==> src/sv/prct_pkg.sv <==
// Shared types, constants and tables of the planar rigid transform core.
`timescale 1ns / 1ps
package prct_pkg;

  localparam int COORD_W         = 32;
  localparam int ANGLE_W         = 26;
  localparam int OANG_W          = 27;
  localparam int ANGLE_FRAC_BITS = 16;
  localparam int HALF_TURN_DEG   = 180;
  localparam int FULL_TURN       = (2 * HALF_TURN_DEG) << ANGLE_FRAC_BITS;
  localparam int RED_W           = ANGLE_W + 2;

  // full turn = 45 * 2^(ANGLE_FRAC_BITS+3)
  localparam int TURN_DIV        = (2 * HALF_TURN_DEG) / 8;
  localparam int R_W             = ANGLE_FRAC_BITS + 9;
  localparam int Q_W             = ANGLE_FRAC_BITS + 3;
  localparam int BAM_SHIFT       = 29 - ANGLE_FRAC_BITS;
  localparam int BAM_W           = 32;
  localparam int MAGIC_K         = R_W + 6;
  localparam longint MAGIC_M     = ((64'sd1 << MAGIC_K) + TURN_DIV - 1) / TURN_DIV;
  localparam int MAGIC_W         = R_W + 2;
  localparam int M_W             = 6;

  localparam int P_W             = COORD_W + 1;
  localparam int TRIG_W          = 33;
  localparam int Z_W             = 34;
  localparam int MAX_STAGES      = 28;
  localparam int DEF_CORDIC_STAGES = 18;
  localparam int CORDIC_X0       = 652032874;
  localparam int ROUND_SHIFT     = 30;

  typedef struct packed {
    logic signed [P_W-1:0]     px;
    logic signed [P_W-1:0]     py;
    logic signed [COORD_W-1:0] add_x;
    logic signed [COORD_W-1:0] add_y;
    logic                      neg_x;
    logic                      neg_y;
    logic                      neg_s;
    logic signed [OANG_W-1:0]  angle;
  } ctx_t;

  // Arctangent of 2^-i in binary-angle units (one turn = 2^32).
  function automatic logic [BAM_W-1:0] atan_bam(input int i);
    logic [BAM_W-1:0] r;
    case (i)
      0:  r = 32'd536870912;
      1:  r = 32'd316933406;
      2:  r = 32'd167458907;
      3:  r = 32'd85004756;
      4:  r = 32'd42667331;
      5:  r = 32'd21354465;
      6:  r = 32'd10679838;
      7:  r = 32'd5340245;
      8:  r = 32'd2670163;
      9:  r = 32'd1335087;
      10: r = 32'd667544;
      11: r = 32'd333772;
      12: r = 32'd166886;
      13: r = 32'd83443;
      14: r = 32'd41722;
      15: r = 32'd20861;
      16: r = 32'd10430;
      17: r = 32'd5215;
      18: r = 32'd2608;
      19: r = 32'd1304;
      20: r = 32'd652;
      21: r = 32'd326;
      22: r = 32'd163;
      23: r = 32'd81;
      24: r = 32'd41;
      25: r = 32'd20;
      26: r = 32'd10;
      27: r = 32'd5;
      default: r = '0;
    endcase
    return r;
  endfunction

endpackage

==> src/sv/prct_angle_prep.sv <==
// Front end: point/offset setup and frame angle to binary angle, three stages.
`timescale 1ns / 1ps
module prct_angle_prep (
  input  logic                               clk,
  input  logic                               rst,
  input  logic                               in_valid,
  output logic                               in_ready,
  input  logic                               req_type,
  input  logic signed [prct_pkg::COORD_W-1:0] in_x,
  input  logic signed [prct_pkg::COORD_W-1:0] in_y,
  input  logic signed [prct_pkg::ANGLE_W-1:0] in_angle,
  input  logic signed [prct_pkg::COORD_W-1:0] offset_x,
  input  logic signed [prct_pkg::COORD_W-1:0] offset_y,
  input  logic signed [prct_pkg::ANGLE_W-1:0] offset_angle,
  input  logic [1:0]                          axis_type,
  input  logic                               to_global,
  output logic                               out_valid,
  input  logic                               out_ready,
  output prct_pkg::ctx_t                     out_ctx,
  output logic signed [prct_pkg::Z_W-1:0]     out_z,
  output logic                               out_flip
);
  import prct_pkg::*;

  logic v1, v2, v3;
  logic en1, en2, en3;

  ctx_t ctx1, ctx2, ctx3;
  logic [R_W-1:0] r1, r2;
  logic [Q_W-1:0] q2;
  logic signed [Z_W-1:0] z3;
  logic flip3;

  logic [BAM_SHIFT-1:0] frac_lut [0:(1<<M_W)-1];

  logic signed [RED_W-1:0] deg, t0, t1, t2;
  logic signed [P_W-1:0] xe, ye, oxe, oye;
  logic class0, neg_x, neg_y, neg_s;
  ctx_t ctx_next;
  logic [R_W+MAGIC_W-1:0] prod;
  logic [R_W-1:0] m_full;
  logic [BAM_W-1:0] bam, bam_f;
  logic flip;

  for (genvar gi = 0; gi < (1 << M_W); gi++) begin : g_lut
    assign frac_lut[gi] = BAM_SHIFT'((gi * (1 << BAM_SHIFT) + TURN_DIV / 2) / TURN_DIV);
  end

  assign en3 = !v3 || out_ready;
  assign en2 = !v2 || en3;
  assign en1 = !v1 || en2;
  assign in_ready = en1;

  // Stage 1: reduce the frame angle into one turn, set up the point.
  always_comb begin
    deg = RED_W'(offset_angle);
    t0  = (deg < 0) ? deg + RED_W'(FULL_TURN) : deg;
    t1  = (t0 < 0) ? t0 + RED_W'(FULL_TURN) : t0;
    t2  = (t1 >= RED_W'(FULL_TURN)) ? t1 - RED_W'(FULL_TURN) : t1;

    class0 = req_type || !axis_type[1];
    neg_x  = req_type && axis_type[0];
    neg_y  = req_type && (axis_type == 2'd0 || axis_type == 2'd3);
    neg_s  = (class0 == to_global);

    xe  = {in_x[COORD_W-1], in_x};
    ye  = {in_y[COORD_W-1], in_y};
    oxe = {offset_x[COORD_W-1], offset_x};
    oye = {offset_y[COORD_W-1], offset_y};

    if (to_global) begin
      ctx_next.px    = neg_x ? -xe : xe;
      ctx_next.py    = neg_y ? -ye : ye;
      ctx_next.add_x = offset_x;
      ctx_next.add_y = offset_y;
      ctx_next.angle = OANG_W'(in_angle) + OANG_W'(offset_angle);
    end else begin
      ctx_next.px    = xe - oxe;
      ctx_next.py    = ye - oye;
      ctx_next.add_x = '0;
      ctx_next.add_y = '0;
      ctx_next.angle = OANG_W'(in_angle) - OANG_W'(offset_angle);
    end
    ctx_next.neg_x = neg_x && !to_global;
    ctx_next.neg_y = neg_y && !to_global;
    ctx_next.neg_s = neg_s;
  end

  // Stage 2: quotient by 45 through a reciprocal multiply.
  assign prod = (R_W+MAGIC_W)'(r1) * (R_W+MAGIC_W)'(MAGIC_W'(MAGIC_M));

  // Stage 3: remainder, fraction table, half-turn fold.
  always_comb begin
    m_full = r2 - R_W'(q2 * R_W'(TURN_DIV));
    bam    = {q2, frac_lut[m_full[M_W-1:0]]};
    flip   = bam[BAM_W-1] ^ bam[BAM_W-2];
    bam_f  = {bam[BAM_W-1] ^ flip, bam[BAM_W-2:0]};
  end

  always_ff @(posedge clk) begin
    if (rst) begin
      v1 <= 1'b0;
      v2 <= 1'b0;
      v3 <= 1'b0;
    end else begin
      if (en1) v1 <= in_valid;
      if (en2) v2 <= v1;
      if (en3) v3 <= v2;
    end
  end

  always_ff @(posedge clk) begin
    if (en1) begin
      ctx1 <= ctx_next;
      r1   <= R_W'(t2);
    end
    if (en2) begin
      ctx2 <= ctx1;
      r2   <= r1;
      q2   <= Q_W'(prod >> MAGIC_K);
    end
    if (en3) begin
      ctx3  <= ctx2;
      z3    <= Z_W'($signed(bam_f));
      flip3 <= flip;
    end
  end

  assign out_valid = v3;
  assign out_ctx   = ctx3;
  assign out_z     = z3;
  assign out_flip  = flip3;

endmodule

==> config.mk <==
export PLATFORM = sky130hd
export DESIGN_NAME = prct_angle_prep
export DESIGN_NICKNAME = d
export VERILOG_FILES = /design/src/sv/prct_pkg.sv /design/src/sv/prct_angle_prep.sv
export SDC_FILE = /design/constraint.sdc
export NUM_CORES = 1
export LEC_CHECK = 0
export BUFFER_PORTS_ARGS = -buffer_cell sky130_fd_sc_hd__buf_2
export CAP_MARGIN = 0
export CORE_MARGIN = 1
export CORE_UTILIZATION = 35
export CTS_CLUSTER_DIAMETER = 60
export DETAILED_ROUTE_END_ITERATION = 6
export SYNTH_ARGS = -nofsm -noshare
export SYNTH_HDL_FRONTEND = slang
export SYNTH_SLANG_ARGS = --single-unit
==> constraint.sdc <==
create_clock -name clk -period 12.2 [get_ports clk]
set_input_delay 2.44 -clock clk [delete_from_list [all_inputs] [get_ports clk]]
set_output_delay 2.44 -clock clk [all_outputs]
set_load 0.03 [all_outputs]
== After elaboration in Yosys (flattened, before gate mapping) ==
Memories as Yosys holds them, arrays and structs flattened. A register that Yosys moved wholly into a read port is not among the register bits.
Index checks and enable logic that the tools add are counted.

* Register bits after elaboration: 566
* Bits in read-only memories: 832
* Output and inout port bits: 197
* Memories kept: 1

* Add/subtract/negate cells: 10
* Multipliers: 2
* Magnitude comparators: 4
* Equal/unequal tests: 2
* Multiplexer cells: 9
* Bitwise logic cells: 3
* Reduce and logical (&&, ||, !) cells: 15

{| class="wikitable"
|+ Memories
! name !! depth !! bits a word !! rd ports !! clocked after memory_dff !! wr ports !! RTL line !! RTL
|-
| (name not given) || 64 || 13 || 1 || 1 || 0 || prct_angle_prep.sv:95 || <nowiki>bam = {q2, frac_lut[m_full[M_W-1:0]]};</nowiki>
|}

{| class="wikitable"
|+ Operators by type and width
! operator !! count
|-
| $mux W130 || 1
|-
| $mux W33 || 2
|-
| $neg A32 Y33 || 2
|-
| $sub A32 B32 Y33 || 2
|-
| $mux W28 || 2
|-
| $mul A25 B26 Y50 const B || 1
|-
| $add A28 B26 Y28 const B || 1
|-
| $ge A28 B26 Y1 const B || 1
|-
| $lt A28 B1 Y1 const B || 1
|-
| $add A26 B26 Y27 || 1
|-
| $add A26 B26 Y27 const B || 1
|-
| $mux W27 || 1
|-
| $sub A26 B26 Y27 || 1
|-
| $lt A26 B1 Y1 const B || 1
|-
| $mux W13 || 2
|-
| $mux W25 || 1
|-
| $sub A25 B25 Y25 const B || 1
|-
| $mul A19 B6 Y6 const B || 1
|-
| $ge A7 B7 Y1 const B || 1
|-
| $not A6 Y7 || 1
|-
| $sub A6 B6 Y6 || 1
|-
| $logic_not A1 Y1 || 5
|-
| $logic_or A1 B1 Y1 || 5
|-
| $logic_and A1 B1 Y1 || 4
|-
| other kinds (4) || 5
|}

== Depth between registers and ports, before layout ==
* Depth in word-level cells: 6
* Depth in mapped cells: 25

== Worst setup path after synthesis ==
Ideal clock, no wire load.

* Path kind: input port to output port
* Start: input port out_ready
* End: output port in_ready
* Arrival: 6738 ps
* Required time: 9760 ps
* Slack: 3022 ps
* Stages: 3
* Path buffers: 0
* Cell sequence: nor2b_1 and2_1 nand2_1

* Longest elaborated chain between the ends: 3

{| class="wikitable"
|+ Ends and longest elaborated chain
! element !! RTL line !! RTL
|-
| start, declared || prct_angle_prep.sv:18 || <nowiki>input logic out_ready,</nowiki>
|-
| $logic_or A1 B1 Y1 || prct_angle_prep.sv:49 || <nowiki>assign en3 = !v3 || out_ready;</nowiki>
|-
| $logic_or A1 B1 Y1 || prct_angle_prep.sv:50 || <nowiki>assign en2 = !v2 || en3;</nowiki>
|-
| $logic_or A1 B1 Y1 || prct_angle_prep.sv:51 || <nowiki>assign en1 = !v1 || en2;</nowiki>
|-
| end, declared || prct_angle_prep.sv:7 || <nowiki>output logic in_ready,</nowiki>
|}

No other way between the ends.

== Final worst setup path ==
* Start: register r1[7]
* End: register q2[15], data pin

* Longest elaborated chain between the ends: 1

{| class="wikitable"
|+ Ends and longest elaborated chain
! element !! RTL line !! RTL
|-
| start, declared || prct_angle_prep.sv:29 || <nowiki>logic [R_W-1:0] r1, r2;</nowiki>
|-
| start signal, assigned || prct_angle_prep.sv:115 || <nowiki>r1 <= R_W'(t2);</nowiki>
|-
| $mul A25 B26 Y50 || prct_angle_prep.sv:90 || <nowiki>assign prod = (R_W+MAGIC_W)'(r1) * (R_W+MAGIC_W)'(MAGIC_W'(MAGIC_M));</nowiki>
|-
| named net prod[46] || prct_angle_prep.sv:40 || <nowiki>logic [R_W+MAGIC_W-1:0] prod;</nowiki>
|-
| end signal, assigned || prct_angle_prep.sv:120 || <nowiki>q2 <= Q_W'(prod >> MAGIC_K);</nowiki>
|-
| end, declared || prct_angle_prep.sv:30 || <nowiki>logic [Q_W-1:0] q2;</nowiki>
|}

The timed path passes the listed nets, and every way through them passes these cells.
A chain may end at the register's enable or synchronous reset.

==> impl_metrics.tcl <==
set metrics [dict create \
    status "finished, final reports clean" \
    drt-met1-wl_mm 38.71 \
    min_period_over_period_pct 57.44 \
    antenna_found_initial 33 \
    die-height_um 319.5 \
    synth_area_um2 35280 \
    ctsLongestPathBuffers 3 \
    dieArea_um2 102100 \
    cts_sinks 566 \
    top_layer "met5" \
    firstDrtPassIters 7 \
    syn_avg_cell_area_um2 11.86 \
    final_area_um2 41200 \
    overflow 0 \
    synth-seq-area-share_pct 48.09 \
    port_buffers 384 \
    num_vias 23430 \
    synth-seq-cells 566 \
    r2r_setup_slack_ns 5.19 \
    place_hpwl_mm 72.48 \
    arrival_ns 7.37 \
    area_growth_pct 16.78 \
    root_buffer "clkbuf_16" \
    wl_per_cell_um 19.45 \
    setup_violations 0 \
    grt_usage_pct 17.93 \
    critPathRequiredTime_ns 12.56 \
    postCtsHoldBufs 0 \
    drive_gt1_share_pct 16.24 \
    synth-edff-count 563 \
    route.detailed.drc 0 \
    grt_max_degree 87 \
    routabilityCongestion 0.9351 \
    ctsResizeCount 0 \
    fmax_mhz 142.7 \
    path_class "reg -> reg" \
    clk_pin_slew_ns 0.06 \
    cts_tree "built" \
    slew_headroom_pct 25.72 \
    clock_skew_ns 0.05866 \
    drt_wl_total_mm 92.55 \
    end_kind "flip-flop" \
    fillers 9486 \
    start_util_pct 35.28 \
    synthCells 2975 \
    cap_violations 0 \
    report.final.slew_viol_count 0 \
    synth_cell_type_count 92 \
    synth_flop_cell "edfxtp_1" \
    async_flop_share_pct 0 \
    worst_hold_path_type "reg -> reg" \
    rsz0062_at_grt "false" \
    synth.area.top_cells "edfxtp_1 48%, ha_1 12%, fa_1 10%" \
    ys.warnings.count 0 \
    place_area_um2 38690 \
    synth.top_cell.area_share_pct 47.92 \
    fin_tns_setup_ns 0 \
    cts_setup_buffers 0 \
    first_global_vias 23180 \
    core_area_um2 100000 \
    cts.htree.levels 3 \
    hold_viol_final 0 \
    viasPerCell 4.925 \
    dr_wl_met2_mm 43.18 \
    whs_ns 0.4099 \
    cts_made_buffers 74 \
    worstMarginPinSlew_ns 1.114 \
    drtIter0Drc 1784 \
    syn-num-nets 3690 \
    cp-start-kind "flip-flop" \
    die_w_um 319.5 \
    fin_crit_ns 7.008 \
    cp_max_fo 4 \
    insertion_delay_ns 0.66 \
    layout.nets 4090 \
    ant_nets 0 \
    synth_top_area_cell "edfxtp_1" \
    core.rowCount 116 \
    num_io_pins 385 \
    grt_pass1_wl_mm 137.9 \
    wl_met3_mm 7.216 \
]
[per-layer routing]
layer,GRT usage (%),up-vias
met4,8.504,12
met5,0,-
met3,5.376,157
met1,22.38,11280
met2,28.35,650
li1,-,11340
[synth_stat cells (15+ instances only)]
cell type and count:
a211oi_1 22, a21o_1 71, a21oi_1 177, a31oi_1 16
and2_1 15, and3_1 16, clkbuf_1 64, edfxtp_1 563
fa_1 177, ha_1 350, inv_1 429, nand2_1 145
nand2b_1 21, nand3_1 38, nand4_1 18, nor2_1 212
nor2b_1 17, nor3_1 37, o211ai_1 15, o21a_1 24
o21ai_0 94, o21ai_1 23, o31ai_1 20, xnor2_1 117
xor2_1 84
[registers in the layout, indices dropped and copies added, names as in the netlist]
signal	flops
q2	19
v2	1
ctx1	160
out_flip	1
v1	1
out_ctx	160
out_z	32
r2	6
r1	25
out_valid	1
ctx2	160
[final timing paths]
| check | cells past startpoint | start | end |
|---|---|---|---|
| min reg2reg | 0 | q2[16] | out_z[29] |
| min | 0 | q2[16] | out_z[29] |
| max reg2reg | 21 | r1[7] | q2[15] |
| max | 21 | r1[7] | q2[15] |
[placed cells by master (no fill, tap or decap), types with 75 or more instances in the layout]
master,count
nand2_1,144
fa_1,177
clkbuf_16,75
a21oi_1,177
xor2_1,83
buf_2,383
nor2_1,212
inv_1,427
xnor2_1,116
o21ai_0,94
ha_1,350
edfxtp_1,563
[cells by family (layout without fill, tap and decap cells)]
| logic type | count (synthesis) | count (layout) | share of synthesized area (%) |
|---|---|---|---|
| AO/OA/AOI/OAI | 576 | 576 | 10.62 |
| XOR/XNOR | 202 | 202 | 5.036 |
| adder cells (fa/ha/maj) | 527 | 527 | 22.45 |
| buffers and inverters | 506 | 967 | 5.419 |
| flip-flops | 566 | 566 | 48.09 |
| multiplexers | 18 | 18 | 0.5567 |
| other | 0 | 24 | 0 |
| AND/OR/NAND/NOR | 580 | 580 | 7.830 |
[metrics by stage]
step | setup slack [ns] | cells | utilization (%)
after floorplan | 3.022 | 2975 | -
after global placement | 5.281 | 4597 | 38.69
after detailed placement | 5.206 | 4597 | 38.69
after CTS | 5.154 | 4734 | 41.14
after global routing | 4.770 | 4755 | 41.19
final | 5.192 | 4758 | 41.20
[final cells by class]
cell class              instances  area [µm²]  area share [%]
inverters                     430        1632           3.960
well taps                    1298        1624           3.942
flip-flops and latches        566       16970           41.18
repair buffers                400        2044           4.962
multi-input cells            1903       16430           39.87
clock inverters                56       549.3           1.333
clock buffers                  81        1899           4.610
diodes                         24       60.06          0.1458
[worst max-delay path, cell delays in order, from the launching register on]
cell and delay [ns]:
edfxtp_1 0.48, ha_1 0.38, fa_1 0.54, inv_1 0.06
fa_1 0.50, inv_1 0.05, fa_1 0.50, fa_1 0.44
fa_1 0.54, inv_1 0.05, fa_1 0.52, inv_1 0.04
ha_1 0.33, nand4_1 0.19, o21ai_1 0.17, a211oi_1 0.07
o31a_1 0.32, a2111oi_1 0.62, nor2_1 0.20, o41ai_1 0.47
nor2_1 0.10, xnor2_1 0.14
Power is not shown: default switching activity piles up to over one toggle a cycle in this logic, so the estimate is an artifact.
